File: config.mk
export PLATFORM = sky130hd
export DESIGN_NAME = ppod_cordic_cell
export DESIGN_NICKNAME = d
export VERILOG_FILES = /design/src/design/ppod_pkg.sv /design/src/design/ppod_cordic_cell.sv
export SDC_FILE = /design/constraint.sdc
export NUM_CORES = 1
export LEC_CHECK = 0
export BUFFER_PORTS_ARGS = -buffer_cell sky130_fd_sc_hd__buf_2
export CAP_MARGIN = 40
export CELL_PAD_IN_SITES_DETAIL_PLACEMENT = 1
export CELL_PAD_IN_SITES_GLOBAL_PLACEMENT = 2
export CORE_MARGIN = 8
export CORE_UTILIZATION = 37
export DETAILED_ROUTE_END_ITERATION = 8
export GPL_ROUTABILITY_DRIVEN = 0
export GPL_TIMING_DRIVEN = 0
export PLACE_DENSITY = 0.87
export SLEW_MARGIN = 20
export SYNTH_ARGS = -nofsm -noshare
export SYNTH_HDL_FRONTEND = slang
export SYNTH_SLANG_ARGS = --single-unit
File: constraint.sdc
create_clock -name aclk -period 9.95 [get_ports aclk]
set_input_delay 0.4975 -clock aclk [delete_from_list [all_inputs] [get_ports aclk]]
set_output_delay 0.4975 -clock aclk [all_outputs]
set_load 0.05 [all_outputs]
File: src/design/ppod_pkg.sv
package ppod_pkg;

    localparam int DATA_WIDTH   = 32;
    localparam int FRAC_BITS    = 16;
    localparam int ANG_FRAC     = 24;
    localparam int CORDIC_STEPS = 28;
    localparam int TRIG_FRAC    = 30;
    localparam int OUT_WIDTH    = DATA_WIDTH + 1;

    localparam int XY_W   = 33;
    localparam int Z_W    = 34;
    localparam int SUM_W  = 74;
    localparam int ROOT_W = SUM_W / 2;
    localparam int REM_W  = 40;

    localparam logic signed [XY_W-1:0] CORDIC_START = 33'sd652032874;
    localparam logic signed [34:0] ANG_HALF    = 35'sd3019898880;
    localparam logic signed [34:0] ANG_QUARTER = 35'sd1509949440;

    // reciprocal of 360 at 2^-24 and the offset that brings the sign-flip bias of the degree part to a multiple of 360
    localparam logic [15:0] RECIP_360  = 16'd46603;
    localparam logic [16:0] DEG_OFFSET = 17'd352;
    localparam logic [8:0]  DEG_FULL   = 9'd360;

    typedef struct packed {
        logic                         valid;
        logic signed [XY_W-1:0]       x;
        logic signed [XY_W-1:0]       y;
        logic signed [Z_W-1:0]        z;
        logic                         flip;
        logic signed [DATA_WIDTH-1:0] radius;
        logic signed [DATA_WIDTH-1:0] obs_x;
        logic signed [DATA_WIDTH-1:0] obs_y;
        logic signed [DATA_WIDTH-1:0] obs_z;
    } cordic_t;

    typedef struct packed {
        logic              valid;
        logic [REM_W-1:0]  rem;
        logic [ROOT_W-1:0] res;
        logic [SUM_W-1:0]  n;
    } root_t;

    function automatic logic signed [Z_W-1:0] atan_deg(input logic [4:0] idx);
        logic signed [Z_W-1:0] t;
        unique case (idx)
            5'd0:  t = 34'sd754974720;
            5'd1:  t = 34'sd445687602;
            5'd2:  t = 34'sd235489089;
            5'd3:  t = 34'sd119537938;
            5'd4:  t = 34'sd60000934;
            5'd5:  t = 34'sd30029717;
            5'd6:  t = 34'sd15018523;
            5'd7:  t = 34'sd7509720;
            5'd8:  t = 34'sd3754917;
            5'd9:  t = 34'sd1877466;
            5'd10: t = 34'sd938734;
            5'd11: t = 34'sd469367;
            5'd12: t = 34'sd234684;
            5'd13: t = 34'sd117342;
            5'd14: t = 34'sd58671;
            5'd15: t = 34'sd29335;
            5'd16: t = 34'sd14668;
            5'd17: t = 34'sd7334;
            5'd18: t = 34'sd3667;
            5'd19: t = 34'sd1833;
            5'd20: t = 34'sd917;
            5'd21: t = 34'sd458;
            5'd22: t = 34'sd229;
            5'd23: t = 34'sd115;
            5'd24: t = 34'sd57;
            5'd25: t = 34'sd29;
            5'd26: t = 34'sd14;
            5'd27: t = 34'sd7;
            default: t = '0;
        endcase
        return t;
    endfunction

endpackage

File: src/design/ppod_cordic_cell.sv
module ppod_cordic_cell (
    input  logic              aclk,
    input  logic              aresetn,
    input  logic              en,
    input  logic [4:0]        step_idx,
    input  ppod_pkg::cordic_t cell_in,
    output ppod_pkg::cordic_t cell_out
);

    ppod_pkg::cordic_t cell_reg;
    ppod_pkg::cordic_t cell_next;

    always_comb begin
        logic signed [ppod_pkg::XY_W-1:0] sx;
        logic signed [ppod_pkg::XY_W-1:0] sy;
        logic signed [ppod_pkg::Z_W-1:0]  t;
        sx = cell_in.y >>> step_idx;
        sy = cell_in.x >>> step_idx;
        t  = ppod_pkg::atan_deg(step_idx);
        cell_next = cell_in;
        if (!cell_in.z[ppod_pkg::Z_W-1]) begin
            cell_next.x = cell_in.x - sx;
            cell_next.y = cell_in.y + sy;
            cell_next.z = cell_in.z - t;
        end else begin
            cell_next.x = cell_in.x + sx;
            cell_next.y = cell_in.y - sy;
            cell_next.z = cell_in.z + t;
        end
    end

    always_ff @(posedge aclk) begin
        if (!aresetn) begin
            cell_reg.valid <= 1'b0;
        end else if (en) begin
            cell_reg <= cell_next;
        end
    end

    assign cell_out = cell_reg;

endmodule

==> metrics <==
Max clock buf depth=3; Mean Syn Cell Area=10.4 µm²; Placement Setup Slack=0.702 ns; # rows=84; first-pass GRT wire length=129000 µm; LEAKAGE=9.69 nW; final setup margin=1.28 ns; share of cells above drive strength 1=29.0%; Worst slew margin=38.0%; setup_tns=0 ns; starting density of the core=37.2%; Worst setup SP type=input pin; crit path DAT=9.03 ns; vias in the first global route=19700; Die X-Extent=245 µm; Post CTS Setup Buffer Count=0; max cap viols=0; cell area power density=172 nW/µm²; number of H-tree levels=1; synthesized net count=2219; IR drop worst, VDD=0.000126 V; worst hold path type=in -> reg; # DRC=0; CTS sink cnt=230; Clock Skew=0 ns; slowest stage cell, crit path=clkbuf_1; io pins=468; DIE HEIGHT=245 µm; largest net degree at the start of global routing=63; Syn Std Cell Area=19500 µm²; CP peak stage delay=0.69 ns; max reg flops=230; cell mode on critical path=clkbuf_1; Worst-Margin Slew=0.931 ns; final setup violation count=0; initial antenna violation count=15; total power=4.10 mW; commonest non-fill, non-tap cell in the layout=buf_2; WP data required=10.30 ns; total number of vias=18900; Yosys reg bits=230; final wirelength=88700 µm; drt first-iter violations=2093; GRT Residual Overflow=0; Via density=6.12; Synth warnings=0; Synth cell types=94; Crit Path Max Fanout=10; Slew Limit Fails=0; Final period util=87.2%; Worst-path clk slew=0.06 ns; post-DP HPWL=69700 µm; CTS buffer count=27; number of synthesized flops with an enable pin=229; first drt pass iteration count=8; Bufs and invs on worst path=8; Worst setup EP type=flip-flop; post-CTS resize count=0; critical path class=in -> reg; final hold violation count=0; CTS tree=yes; DIE AREA=60200 µm²; Root Buffer Master=clkbuf_16; IO buf count=464; antenna-violating nets left=0; hold_buf cts=0; Cells after Synth=1870; final net count=2728; routed len/inst=28.7 µm; most frequent cells in the layout=490 x buf_2, 229 x edfxtp_1, 156 x nor2_1; sequential fraction of the synthesis area=35.4%; Async S/R FF share, synth=0%; clock latency at the later pin of the worst-skew pair=0.55 ns; Top Family by Delay on Critical Path=buffers and inverters; crit path cell chain=buf_2 > clkbuf_1 > clkbuf_1 > buf_1 > buf_1 > clkbuf_1 > buf_2 > clkbuf_1 > nor2_1 > a21o_1 > ha_1 > and4_1 > a21oi_1 > xor2_1 > ha_1 > a211oi_1 > o21ai_0 > a21oi_1 > o21ai_0 > a31oi_1 > o21bai_1 > o211ai_1 > or4b_2 > o311ai_0; Synth Flop Type=edfxtp_1; Max Freq=115 MHz; Core Region=52200 µm²; area delta synth->final=22.4%; crit path time final=8.67 ns; Total Routing Usage GR=28.0%; RSZ-0062 raised after global routing=false; status=completed
area by class of cell:
cell class | count | area [µm²]
well taps | 688 | 861
plain buffers | 96 | 503
fillers | 6003 | 28400
repair buffers | 480 | 2550
clock inverters | 19 | 233
inverters | 50 | 188
diodes | 7 | 17.5
clock buffers | 29 | 683
flip-flops and latches | 230 | 6900
multi-input cells | 1494 | 11900
kinds of logic (layout without fill, tap and decap cells):
kind of cell / Yosys count / after routing / synth area share (%)
compound gates: 537 / 537 / 18.2
simple gates: 509 / 509 / 13.0
flops: 230 / 230 / 35.4
mux: 176 / 176 / 15.2
xor+xnor: 161 / 161 / 7.25
buf+inv: 146 / 674 / 3.55
fa+ha+maj: 111 / 111 / 7.25
other cells: 0 / 7 / 0
Yosys cell counts (9+ instances only):
cell	number	area (µm²)
edfxtp_1	229	6880
nor2_1	156	586
a21oi_1	140	701
nand2_1	133	499
xnor2_1	110	963
ha_1	108	1350
o21ai_0	106	531
mux4_2	67	1510
xor2_1	51	447
mux2i_1	50	500
inv_1	45	169
clkbuf_1	42	158
mux2_2	39	439
a21o_1	37	278
a31oi_1	32	200
nand2b_1	32	200
nor3_1	31	155
a211oi_1	30	225
nand3_1	30	150
buf_2	26	130
o21a_1	25	188
nor2b_1	22	138
o22ai_1	20	125
mux4_1	19	499
and2_1	17	106
and3_1	17	106
buf_1	17	63.8
o21bai_1	15	113
nand4_1	13	81.3
a21boi_0	11	82.6
o31ai_1	11	82.6
a221oi_1	10	87.6
a22oi_1	9	67.6
path summary, 6_finish.rpt:
path,from,end,slack (ns),depth (start not counted)
setup / recovery,step_idx[4],cell_out[193]$_DFFE_PP_,1.28,24
setup reg to reg,cell_out[229]$_SDFFE_PN0P_,cell_out[229]$_SDFFE_PN0P_,9.34,2
hold / removal,cell_in[48],cell_out[48]$_DFFE_PP_,0.09,1
hold reg to reg,cell_out[229]$_SDFFE_PN0P_,cell_out[229]$_SDFFE_PN0P_,0.55,2
per-layer routing:
metal	GRT usage, %	vias up	wire [µm]
met2	46.2	1189	41200
met3	10.2	310	10600
li1	-	8251	-
met1	32.2	9174	32200
met5	0	-	66
met4	13.3	10	4660
where the power goes:
part           leakage [nW]  switching, mW  internal [mW]
clock                 0.441          0.410          0.624
combinational          7.09           1.21          0.598
sequential             2.16         0.0262           1.23
through the flow:
stage,instance area [µm²],hold slack (ns),instances,util (%)
6_report,23800,0.0883,3093,45.6
5_1_grt,23800,0.0574,3091,45.6
4_1_cts,23700,0.0517,3078,45.4
3_5_place_dp,22800,0.542,3030,43.6
3_3_place_gp,22600,0.499,3022,43.3
2_1_floorplan,19500,0.596,1870,-
(Power assumes the default switching activity.)
