===== config.mk =====
export PLATFORM = sky130hd
export DESIGN_NAME = ppod_root_cell
export DESIGN_NICKNAME = d
export VERILOG_FILES = /design/src/design/ppod_pkg.sv /design/src/design/ppod_root_cell.sv
export SDC_FILE = /design/constraint.sdc
export NUM_CORES = 1
export LEC_CHECK = 0
export BUFFER_PORTS_ARGS = -buffer_cell sky130_fd_sc_hd__buf_2
export CAP_MARGIN = 20
export CORE_ASPECT_RATIO = 2
export CORE_MARGIN = 3
export CORE_UTILIZATION = 44
export DETAILED_ROUTE_END_ITERATION = 8
export PLACE_DENSITY = 0.77
export SLEW_MARGIN = 0
export SYNTH_ARGS = -nofsm -noshare
export SYNTH_HDL_FRONTEND = slang
export SYNTH_SLANG_ARGS = --single-unit

===== constraint.sdc =====
create_clock -name aclk -period 3.5 [get_ports aclk]
set_input_delay 0 -clock aclk [delete_from_list [all_inputs] [get_ports aclk]]
set_output_delay 0 -clock aclk [all_outputs]
set_load 0.05 [all_outputs]

===== src/design/ppod_pkg.sv =====
package ppod_pkg;

    localparam int DATA_WIDTH   = 32;
    localparam int FRAC_BITS    = 16;
    localparam int ANG_FRAC     = 24;
    localparam int CORDIC_STEPS = 28;
    localparam int TRIG_FRAC    = 30;
    localparam int OUT_WIDTH    = DATA_WIDTH + 1;

    localparam int XY_W   = 33;
    localparam int Z_W    = 34;
    localparam int SUM_W  = 74;
    localparam int ROOT_W = SUM_W / 2;
    localparam int REM_W  = 40;

    localparam logic signed [XY_W-1:0] CORDIC_START = 33'sd652032874;
    localparam logic signed [34:0] ANG_HALF    = 35'sd3019898880;
    localparam logic signed [34:0] ANG_QUARTER = 35'sd1509949440;

    // reciprocal of 360 at 2^-24 and the offset that brings the sign-flip bias of the degree part to a multiple of 360
    localparam logic [15:0] RECIP_360  = 16'd46603;
    localparam logic [16:0] DEG_OFFSET = 17'd352;
    localparam logic [8:0]  DEG_FULL   = 9'd360;

    typedef struct packed {
        logic                         valid;
        logic signed [XY_W-1:0]       x;
        logic signed [XY_W-1:0]       y;
        logic signed [Z_W-1:0]        z;
        logic                         flip;
        logic signed [DATA_WIDTH-1:0] radius;
        logic signed [DATA_WIDTH-1:0] obs_x;
        logic signed [DATA_WIDTH-1:0] obs_y;
        logic signed [DATA_WIDTH-1:0] obs_z;
    } cordic_t;

    typedef struct packed {
        logic              valid;
        logic [REM_W-1:0]  rem;
        logic [ROOT_W-1:0] res;
        logic [SUM_W-1:0]  n;
    } root_t;

    function automatic logic signed [Z_W-1:0] atan_deg(input logic [4:0] idx);
        logic signed [Z_W-1:0] t;
        unique case (idx)
            5'd0:  t = 34'sd754974720;
            5'd1:  t = 34'sd445687602;
            5'd2:  t = 34'sd235489089;
            5'd3:  t = 34'sd119537938;
            5'd4:  t = 34'sd60000934;
            5'd5:  t = 34'sd30029717;
            5'd6:  t = 34'sd15018523;
            5'd7:  t = 34'sd7509720;
            5'd8:  t = 34'sd3754917;
            5'd9:  t = 34'sd1877466;
            5'd10: t = 34'sd938734;
            5'd11: t = 34'sd469367;
            5'd12: t = 34'sd234684;
            5'd13: t = 34'sd117342;
            5'd14: t = 34'sd58671;
            5'd15: t = 34'sd29335;
            5'd16: t = 34'sd14668;
            5'd17: t = 34'sd7334;
            5'd18: t = 34'sd3667;
            5'd19: t = 34'sd1833;
            5'd20: t = 34'sd917;
            5'd21: t = 34'sd458;
            5'd22: t = 34'sd229;
            5'd23: t = 34'sd115;
            5'd24: t = 34'sd57;
            5'd25: t = 34'sd29;
            5'd26: t = 34'sd14;
            5'd27: t = 34'sd7;
            default: t = '0;
        endcase
        return t;
    endfunction

endpackage


===== src/design/ppod_root_cell.sv =====
module ppod_root_cell (
    input  logic            aclk,
    input  logic            aresetn,
    input  logic            en,
    input  ppod_pkg::root_t cell_in,
    output ppod_pkg::root_t cell_out
);

    ppod_pkg::root_t cell_reg;
    ppod_pkg::root_t cell_next;

    // one result bit per cell: bring down two radicand bits, trial subtract
    always_comb begin
        logic [ppod_pkg::REM_W-1:0] rem_sh;
        logic [ppod_pkg::REM_W-1:0] trial;
        rem_sh = {cell_in.rem[ppod_pkg::REM_W-3:0],
                  cell_in.n[ppod_pkg::SUM_W-1:ppod_pkg::SUM_W-2]};
        trial  = {1'b0, cell_in.res, 2'b01};
        cell_next       = cell_in;
        cell_next.n     = {cell_in.n[ppod_pkg::SUM_W-3:0], 2'b00};
        if (rem_sh >= trial) begin
            cell_next.rem = rem_sh - trial;
            cell_next.res = {cell_in.res[ppod_pkg::ROOT_W-2:0], 1'b1};
        end else begin
            cell_next.rem = rem_sh;
            cell_next.res = {cell_in.res[ppod_pkg::ROOT_W-2:0], 1'b0};
        end
    end

    always_ff @(posedge aclk) begin
        if (!aresetn) begin
            cell_reg.valid <= 1'b0;
        end else if (en) begin
            cell_reg <= cell_next;
        end
    end

    assign cell_out = cell_reg;

endmodule


==> impl_metrics.csv, run 1 <==
group,metric,value,unit
clock_tree,htree_levels,4,
synth,seq_area_frac_synth,0.606,
global_routing,grt_pass1_wl,34900,um
finish,final_nets,1233,
timing,final_hold_viol_count,0,
synth,synthTopCellsByArea,"edfxtp_1 60%, ha_1 6.6%, a21oi_1 3.1%",
synth,ys_ff_latch,150,
pwr,power_frac_clock,0.342,
job,maxCapViolCount,0,
setup_path,crit_required,3660,ps
floorplanning,dieArea,0.0185,mm^2
clock_tree,cts_buffers,17,
clock_tree,cts.reportedPaths.clkPinSlew,70,ps
setup_path,crit_top_cell,"buf_4",
synth,synth_cells,570,
routing,drtPass1Iterations,4,
clock_tree,cts_tree,"yes",
clock_tree,clock_sinks,150,
clock_tree,clkLatencyLatePin,420,ps
synth,synth_edf_count,149,
global_routing,grt_usage,0.243,
pwr,switching_share,0.311,
setup_path,slowest_delay,580,ps
synth,synthTopCellsByCount,"149 x edfxtp_1, 46 x a21oi_1, 46 x inv_1, 46 x nand2_1, 39 x ha_1",
synth,yosys_warnings,0,
setup_path,path_buf_inv,6,
pwr,pwr-share-comb,0.271,
setup_path,start_kind,"input pin",
global_routing,grt_pass1_vias,6878,
floorplanning,io_pins,307,
routing,avgViaCountPerCell,5.09,
floorplanning,die_height,190,um
finish,fin_util,0.688,
pwr,p_sw,1.77,mW
clock_tree,cts_buffer_depth,2,
timing,min_period,3290,ps
synth,synth_cell_types,60,
floorplanning,die-width,97.8,um
timing,fin_crit_sh,0.941,
global_routing,antenna_found_initial,0,
synth,synth_area,0.00741,mm^2
finish,largest_reg_flops,150,
timing,fin_setup_tns,0,ps
synth,synth_top_cell_area_share,0.604,
setup_path,end_kind,"flop",
global_routing,grt_overflow,0,
place,gp_congestion,0.877,
synth,synth.most_common_cell,"edfxtp_1",
synth,synth.largest_area_cell,"edfxtp_1",
timing,tightest_slew,704,ps
synth,ys_async_sr_fraction,0,
finish,drive_gt1_frac,0.350,
pwr,power.density,503,mW/mm^2
place,io_buffers,302,
timing,rsz0062_at_grt,"no",
timing,skew,0,ps
routing,first_iter_violations,287,
timing,drv_slew,0,
routing,drcViolationCount,0,
pwr,ir_drop,0.289,mV
setup_path,setup.worst_path.class,"in2reg",
hold_path,hp-class,"in2reg",
routing,vias,6398,
floorplanning,placementRows,66,
routing,wl,23000,um
synth,syn_area_per_cell,13.0,um^2
floorplanning,initial_utilization,0.451,
setup_path,cpMaxStageDelayCell,"nor4b_1",
routing,antenna_left,0,
setup_path,critPathTopFamily,"buffers and inverters",
setup_path,crit_chain,"dlygate4sd3_1 > buf_2 > inv_1 > ha_1 > nand2_1 > o21ai_0 > buf_4 > nor4b_1 > o311ai_4 > a22o_4 > inv_2 > buf_4 > mux2_1",
place,dp_hpwl,15800,um
global_routing,grt_max_degree,80,
setup_path,arrival,3460,ps
timing,fmax,0.304,GHz
outcome,status,"complete, no violations",
timing,setup_viol,0,
pwr,power.leakage,4.90,nW
pwr,seqPwrFrac,0.387,
floorplanning,core_area,0.0164,mm^2
setup_path,path_max_fanout,16,
timing,relSlewSlack,0.524,
pwr,internal-power,3.91,mW
clock_tree,root_buffer,"clkbuf_16",
finish,area_growth,52.4,%
routing,wl_per_cell,18.3,um
synth,ys.flop_type,"edfxtp_1",
[cells by family (layout without fill, tap and decap cells)]
group,after synthesis,count (layout),synth area share
compound gates,145,145,0.132
xor+xnor,32,32,0.0378
fa+ha+maj,39,39,0.0658
buf+inv,57,538,0.0341
flops,150,150,0.606
mux,24,24,0.0437
other cells,1,3,0.000506
simple gates,122,122,0.0800
[worst paths after layout]
| kind | cells after the start | from | slack (ps) | endpoint |
|---|---|---|---|---|
| worst max-delay path | 13 | cell_in[83] | 210 | cell_out[114] |
| worst min-delay path | 2 | en | 220 | cell_out[81] |
| worst max register to register | 3 | cell_out[151] | 2320 | cell_out[151] |
| worst min register to register | 3 | cell_out[151] | 1120 | cell_out[151] |
[cell type report]
type	instances	area [um^2]
Clock inverter	11	171
Fill cell	1154	5130
Inverter	47	176
Multi-Input combinational cell	364	2670
Tap cell	204	255
Sequential cell	150	4490
Clock buffer	21	450
Timing Repair Buffer	459	3080
Antenna cell	1	2.50
[repair_timing]
action | CTS | global route
resized for setup | 0 | 0
setup buffers | 0 | 0
hold buffers | 150 | 0
endpoints found under the hold margin | 149 | 0
[stage by stage]
stage	hold WS [ps]	total power [mW]	cells	instance area [um^2]	worst slack (ps)
floorplan	98.9	3.26	571	7420	957
finish	217	5.68	1257	11300	206
CTS	205	5.70	1256	11300	309
detailed placement	178	3.61	1074	9180	434
global placement	177	3.59	1074	9180	493
global route	233	5.88	1256	11300	74.7
[power by group through the flow]
| stage | Clock (mW) | Combinational [mW] | Sequential (mW) |
|---|---|---|---|
| final | 1.95 | 1.54 | 2.20 |
| after detailed placement | 0 | 1.39 | 2.23 |
| after CTS | 1.98 | 1.53 | 2.19 |
| after global routing | 2.04 | 1.63 | 2.21 |
| after global placement | 0 | 1.37 | 2.22 |
| after floorplan | 0 | 0.537 | 2.72 |
[routing by layer]
metal	wire [um]	vias up	GRT usage
li1	-	3067	-
met1	7970	3059	0.239
met2	13400	229	0.487
met3	1080	43	0.0455
met4	575	0	0.0944
met5	0	-	0
[placed cells by master (no fill, tap or decap), types with 6 or more instances in the layout]
cell type / synthesis / layout
o21ai_1: 15 / 15
xnor2_1: 22 / 22
mux2_4: 15 / 15
o21a_1: 6 / 6
buf_4: 2 / 6
clkbuf_16: 0 / 17
buf_2: 4 / 302
a21oi_1: 46 / 46
xor2_1: 10 / 10
dlygate4sd3_1: 0 / 150
o211ai_1: 8 / 8
inv_1: 46 / 46
ha_1: 39 / 39
nand4_1: 7 / 7
nor3_1: 6 / 6
edfxtp_1: 149 / 149
nand2_1: 46 / 46
mux2_1: 7 / 7
and2_1: 9 / 8
nor2_1: 28 / 28
a21o_1: 7 / 7
o21ai_0: 25 / 25
Power figures use the tool's default switching activity.
==> run 2, diff against run 1 <==
--- a/config.mk
+++ b/config.mk
@@ -12,6 +12,7 @@
 export CORE_UTILIZATION = 44
 export DETAILED_ROUTE_END_ITERATION = 8
 export PLACE_DENSITY = 0.77
+export REMOVE_ABC_BUFFERS = 1
 export SLEW_MARGIN = 0
 export SYNTH_ARGS = -nofsm -noshare
 export SYNTH_HDL_FRONTEND = slang
==> run 2 against run 1 <==
Net effect: register-to-register slack worse by 20 ps; fmax up 0.78%; power up 2.2%; sequential power about the same; non-clock buffer count down 1; global-route usage up 2.2 points; via count up 1.6%; critical path depth up 1; largest cell class unchanged; critical path type unchanged; critical endpoint is now cell_out[142].
==> impl_metrics.csv, run 2 (synthesis results as in run 1) <==
group,metric,value,unit
routing,drcViolationCount,0,
routing,wl_per_cell,19.5,um
place,io_buffers,302,
finish,final_nets,1232,
routing,wl_met1,8230,um
setup_path,crit_required,3670,ps
pwr,power.leakage,4.91,nW
floorplanning,core_area,0.0164,mm^2
finish,fin_util,0.689,
setup_path,path_max_fanout,16,
finish,instances_no_fill,1253,
finish,multi_input_area,0.00267,mm^2
timing,fin_ws,231,ps
timing,final_hold_viol_count,0,
global_routing,grt_overflow,0,
pwr,ir_drop,0.346,mV
setup_path,arrival,3430,ps
floorplanning,die_height,190,um
timing,setup_viol,0,
pwr,power.density,513,mW/mm^2
routing,avgViaCountPerCell,5.19,
setup_path,worst-r2r-cell-count,3,
timing,drv_slew,0,
floorplanning,dieArea,0.0185,mm^2
clock_tree,cts_buffer_depth,2,
timing,relSlewSlack,0.435,
place,dp_hpwl,16200,um
floorplanning,placementRows,66,
routing,vias,6503,
clock_tree,clkLatencyLatePin,410,ps
setup_path,setup.worst_path.class,"in2reg",
routing,antenna_left,0,
floorplanning,initial_utilization,0.451,
setup_path,end_kind,"flop",
outcome,status,"complete, no violations",
hold_path,hold_end,"cell_out[148]",
hold_path,holdPathStages,3,
routing,wl_met3,1310,um
finish,largest_reg_flops,150,
finish,drive_gt1_frac,0.352,
hold_path,min-delay-start,"cell_in[146]",
routing,drtPass1Iterations,4,
routing,routed-wl-met2,14200,um
routing,highest_layer,"met4",
finish,seqCellArea,0.00449,mm^2
clock_tree,cts_tree,"yes",
routing,first_iter_violations,344,
finish,layout_commonest_cell,"buf_2",
clock_tree,htree_levels,4,
hold_path,hp-class,"in2reg",
global_routing,grt_max_degree,60,
clock_tree,cts.reportedPaths.clkPinSlew,60,ps
clock_tree,cts.repair.resized,0,
global_routing,antenna_found_initial,0,
finish,area_growth,52.6,%
floorplanning,io_pins,307,
setup_path,r2r_slack,2300,ps
timing,fin_crit_sh,0.934,
setup_path,r2r_end,"cell_out[151]",
finish,nFillCells,1125,
timing,tightest_slew,840,ps
place,placedCellCount,1074,
global_routing,grt_usage,0.265,
clock_tree,clock_sinks,150,
finish,mostFrequentLayoutCells,"302 x buf_2, 149 x edfxtp_1, 149 x dlygate4sd3_1",
setup_path,start_kind,"input pin",
floorplanning,die-width,97.8,um
routing,wl,24500,um
timing,fmax,0.306,GHz
job,maxCapViolCount,0,
clock_tree,root_buffer,"clkbuf_16",
timing,rsz0062_at_grt,"no",
setup_path,timing.rr.start,"cell_out[151]",
place,gp_congestion,0.858,
global_routing,grt_pass1_vias,7152,
place,preCtsSetupSlack,397,ps
timing,skew,0,ps
pwr,power.total,5.81,mW
finish,num_antenna_cells,0,
clock_tree,cts_buffers,17,
timing,min_period,3270,ps
global_routing,grt_pass1_wl,38100,um
==> run 2: cell types whose count changed in the layout (fill, tap and decap cells not counted) <==
cell,previous run,this run
clkinv_2,2,0
clkbuf_1,3,0
clkinv_4,1,2
bufinv_16,4,5
inv_8,0,2
dlygate4sd3_1,150,149
diode_2,1,0
clkbuf_8,1,0
==> run 2: area by class of cell <==
| class | count | area share |
|---|---|---|
| inverters | 47 | 0.0156 |
| repair buffers | 458 | 0.271 |
| clock inverters | 13 | 0.0197 |
| multi-input cells | 364 | 0.236 |
| clock buffers | 17 | 0.0376 |
| flip-flops and latches | 150 | 0.397 |
| well taps | 204 | 0.0226 |
==> run 2: where the power goes <==
part / total (mW) / switching (mW) / internal (mW)
logic: 1.56 / 1.02 / 0.540
clock network: 2.05 / 0.775 / 1.27
registers: 2.20 / 0.0430 / 2.16
==> run 2: worst max path at each step <==
stage                      startpoint            end  slack [ps]  cells after the start
final                     cell_in[77]  cell_out[142]         230                     14
after global routing      cell_in[77]  cell_out[142]         100                     14
after CTS                 cell_in[77]  cell_out[142]         250                     14
after detailed placement  cell_in[77]  cell_out[142]         400                     13
after global placement    cell_in[77]  cell_out[142]         440                     13
after floorplan                    en  cell_out[100]        -430                      1
==> run 2: metal layers <==
layer,vias to the layer above,track usage
li1,3063,-
met1,3095,0.260
met2,294,0.534
met3,51,0.0495
met4,0,0.0997
met5,-,0
==> run 2: worst max-delay path, cell delays in order <==
cell,delay [ps]
dlygate4sd3_1,540
buf_2,120
inv_1,40
ha_1,380
a21o_1,200
or3_1,330
o21a_2,280
and2_4,170
o311ai_4,350
a22o_4,300
inv_2,80
buf_4,230
o2111a_1,160
a221o_1,260
==> run 2: metrics by stage <==
stage	setup TNS (ps)	cell area, um^2	hold slack (ps)
after floorplan	-63570	7340	98.9
after global placement	0	9180	177
after detailed placement	0	9180	178
after CTS	0	11300	20.6
after global routing	0	11300	32.8
final	0	11300	29.8
==> run 2: timing repair <==
action | CTS | global route
hold buffers | 149 | 0
hold endpoints to repair | 148 | 0
setup buffers | 0 | 0
==> run 3, diff against run 2 <==
--- a/config.mk
+++ b/config.mk
@@ -7,7 +7,6 @@
 export LEC_CHECK = 0
 export BUFFER_PORTS_ARGS = -buffer_cell sky130_fd_sc_hd__buf_2
 export CAP_MARGIN = 20
-export CORE_ASPECT_RATIO = 2
 export CORE_MARGIN = 3
 export CORE_UTILIZATION = 44
 export DETAILED_ROUTE_END_ITERATION = 8
==> run 3 against run 2 <==
Net effect: global-route usage is 0.23 points lower; register-to-register slack lost 40 ps; cell count is 1.3% higher; highest routed layer unchanged; critical endpoint unchanged; die area decreased by 0.51%; design area decreased by 0.53%.
==> impl_metrics.csv, run 3 (synthesis results as in run 1) <==
group,metric,value,unit
outcome,status,"complete, no violations",
setup_path,crit_chain,"dlygate4sd3_1 > buf_2 > inv_1 > ha_1 > a21oi_1 > o21a_1 > o221ai_1 > or3b_1 > o311ai_4 > a22o_4 > inv_2 > buf_4 > o2111a_1 > a221o_1",
finish,post-route-cell-area,0.0113,mm^2
pwr,p_sw,1.88,mW
finish,instances_no_fill,1269,
floorplanning,placementRows,46,
clock_tree,cts_buffer_depth,2,
setup_path,end_kind,"flop",
global_routing,grt_usage,0.263,
timing,fin_ws,318,ps
routing,antenna_left,0,
global_routing,grt_pass1_wl,36300,um
clock_tree,hold_buffers,149,
place,preCtsSetupSlack,474,ps
clock_tree,cts_tree,"yes",
pwr,ir_drop,0.445,mV
floorplanning,core_area,0.0162,mm^2
setup_path,cpMaxStageDelayCell,"dlygate4sd3_1",
routing,vias,6529,
timing,drv_slew,0,
setup_path,slowest_delay,570,ps
pwr,switching_share,0.340,
pwr,seqPwrFrac,0.399,
hold_path,min-delay-start,"cell_in[72]",
clock_tree,clkLatencyLatePin,420,ps
routing,first_iter_violations,313,
timing,tightest_slew,878,ps
routing,wl_per_cell,19.5,um
routing,avgViaCountPerCell,5.14,
place,placedCellCount,1087,
finish,final_nets,1233,
finish,layout_commonest_cell,"buf_2",
finish,fin_util,0.696,
place,dp_hpwl,16000,um
floorplanning,initial_utilization,0.458,
timing,min_period,3180,ps
routing,drtPass1Iterations,4,
clock_tree,clock_sinks,150,
setup_path,setup.worst_path.class,"in2reg",
floorplanning,die_height,136,um
place,io_buffers,302,
pwr,power.leakage,4.87,nW
timing,setup_viol,0,
pwr,power.total,5.51,mW
clock_tree,htree_levels,4,
job,maxCapViolCount,0,
routing,drcViolationCount,0,
timing,final_hold_viol_count,0,
timing,whs,17.0,ps
clock_tree,post_cts_buffers,0,
setup_path,crit_start,"cell_in[87]",
timing,skew,0,ps
setup_path,timing.rr.start,"cell_out[151]",
timing,relSlewSlack,0.415,
floorplanning,die-width,136,um
place,gp_congestion,0.813,
timing,rsz0062_at_grt,"no",
finish,area_growth,51.8,%
routing,wl,24700,um
setup_path,arrival,3350,ps
clock_tree,cts_buffers,17,
timing,fin_crit_sh,0.909,
clock_tree,cts.repair.resized,0,
global_routing,grt_max_degree,65,
global_routing,grt_overflow,0,
pwr,power_frac_clock,0.320,
pwr,pwr-share-comb,0.281,
hold_path,hp-class,"in2reg",
pwr,internal-power,3.64,mW
setup_path,start_kind,"input pin",
floorplanning,dieArea,0.0184,mm^2
timing,fmax,0.314,GHz
clock_tree,root_buffer,"clkbuf_16",
clock_tree,cts.reportedPaths.clkPinSlew,60,ps
finish,largest_reg_flops,150,
global_routing,antenna_found_initial,0,
pwr,power.density,490,mW/mm^2
global_routing,grt_pass1_vias,6602,
setup_path,path_max_fanout,18,
floorplanning,io_pins,307,
place,post_dp_cell_area,0.00920,mm^2
finish,drive_gt1_frac,0.353,
finish,mostFrequentLayoutCells,"302 x buf_2, 149 x edfxtp_1, 149 x dlygate4sd3_1",
timing,fin_setup_tns,0,ps
setup_path,crit_required,3670,ps
==> run 3: cell types whose count changed in the layout (fill, tap and decap cells not counted) <==
| cell | previous run | this run |
|---|---|---|
| buf_4 | 6 | 7 |
| bufinv_16 | 5 | 0 |
| clkbuf_1 | 0 | 1 |
| clkinv_8 | 0 | 1 |
| clkinvlp_4 | 2 | 3 |
| diode_2 | 0 | 1 |
| inv_6 | 2 | 5 |
| inv_8 | 2 | 3 |
==> run 3: final cells by class <==
cell class,instances,area (um^2)
multi-input cells,364,2670
flip-flops and latches,150,4490
repair buffers,459,3080
well taps,216,270
clock inverters,14,134
diodes,1,2.50
fillers,1127,4920
inverters,47,176
clock buffers,18,429
==> run 3: routing by layer <==
layer / track usage / routed length, um / vias up
met2: 0.465 / 12600 / 340
met1: 0.292 / 8880 / 3044
met4: 0.120 / 1040 / 0
met5: 0 / 0 / -
li1: - / - / 3079
met3: 0.0776 / 2170 / 66
==> run 3: path summary, 6_finish.rpt <==
path                   end  slack [ps]  cells past startpoint
max          cell_out[142]         320                     14
min          cell_out[111]          20                      3
max reg2reg  cell_out[151]        2260                      3
min reg2reg  cell_out[151]        1150                      3
==> run 3: power by group through the flow <==
| stage | clock network, mW | registers (mW) | logic [mW] |
|---|---|---|---|
| 2_1_floorplan | 0 | 2.73 | 0.519 |
| 3_3_place_gp | 0 | 2.22 | 1.37 |
| 3_5_place_dp | 0 | 2.22 | 1.39 |
| 4_1_cts | 1.78 | 2.19 | 1.53 |
| 5_1_grt | 1.86 | 2.21 | 1.64 |
| 6_report | 1.77 | 2.20 | 1.55 |
==> run 3: worst max-delay path: cells and delay by family <==
family          cells  cell delay [ps]
fa+ha+maj           1              330
buf+inv             5             1030
simple gates        1              420
compound gates      7             1540
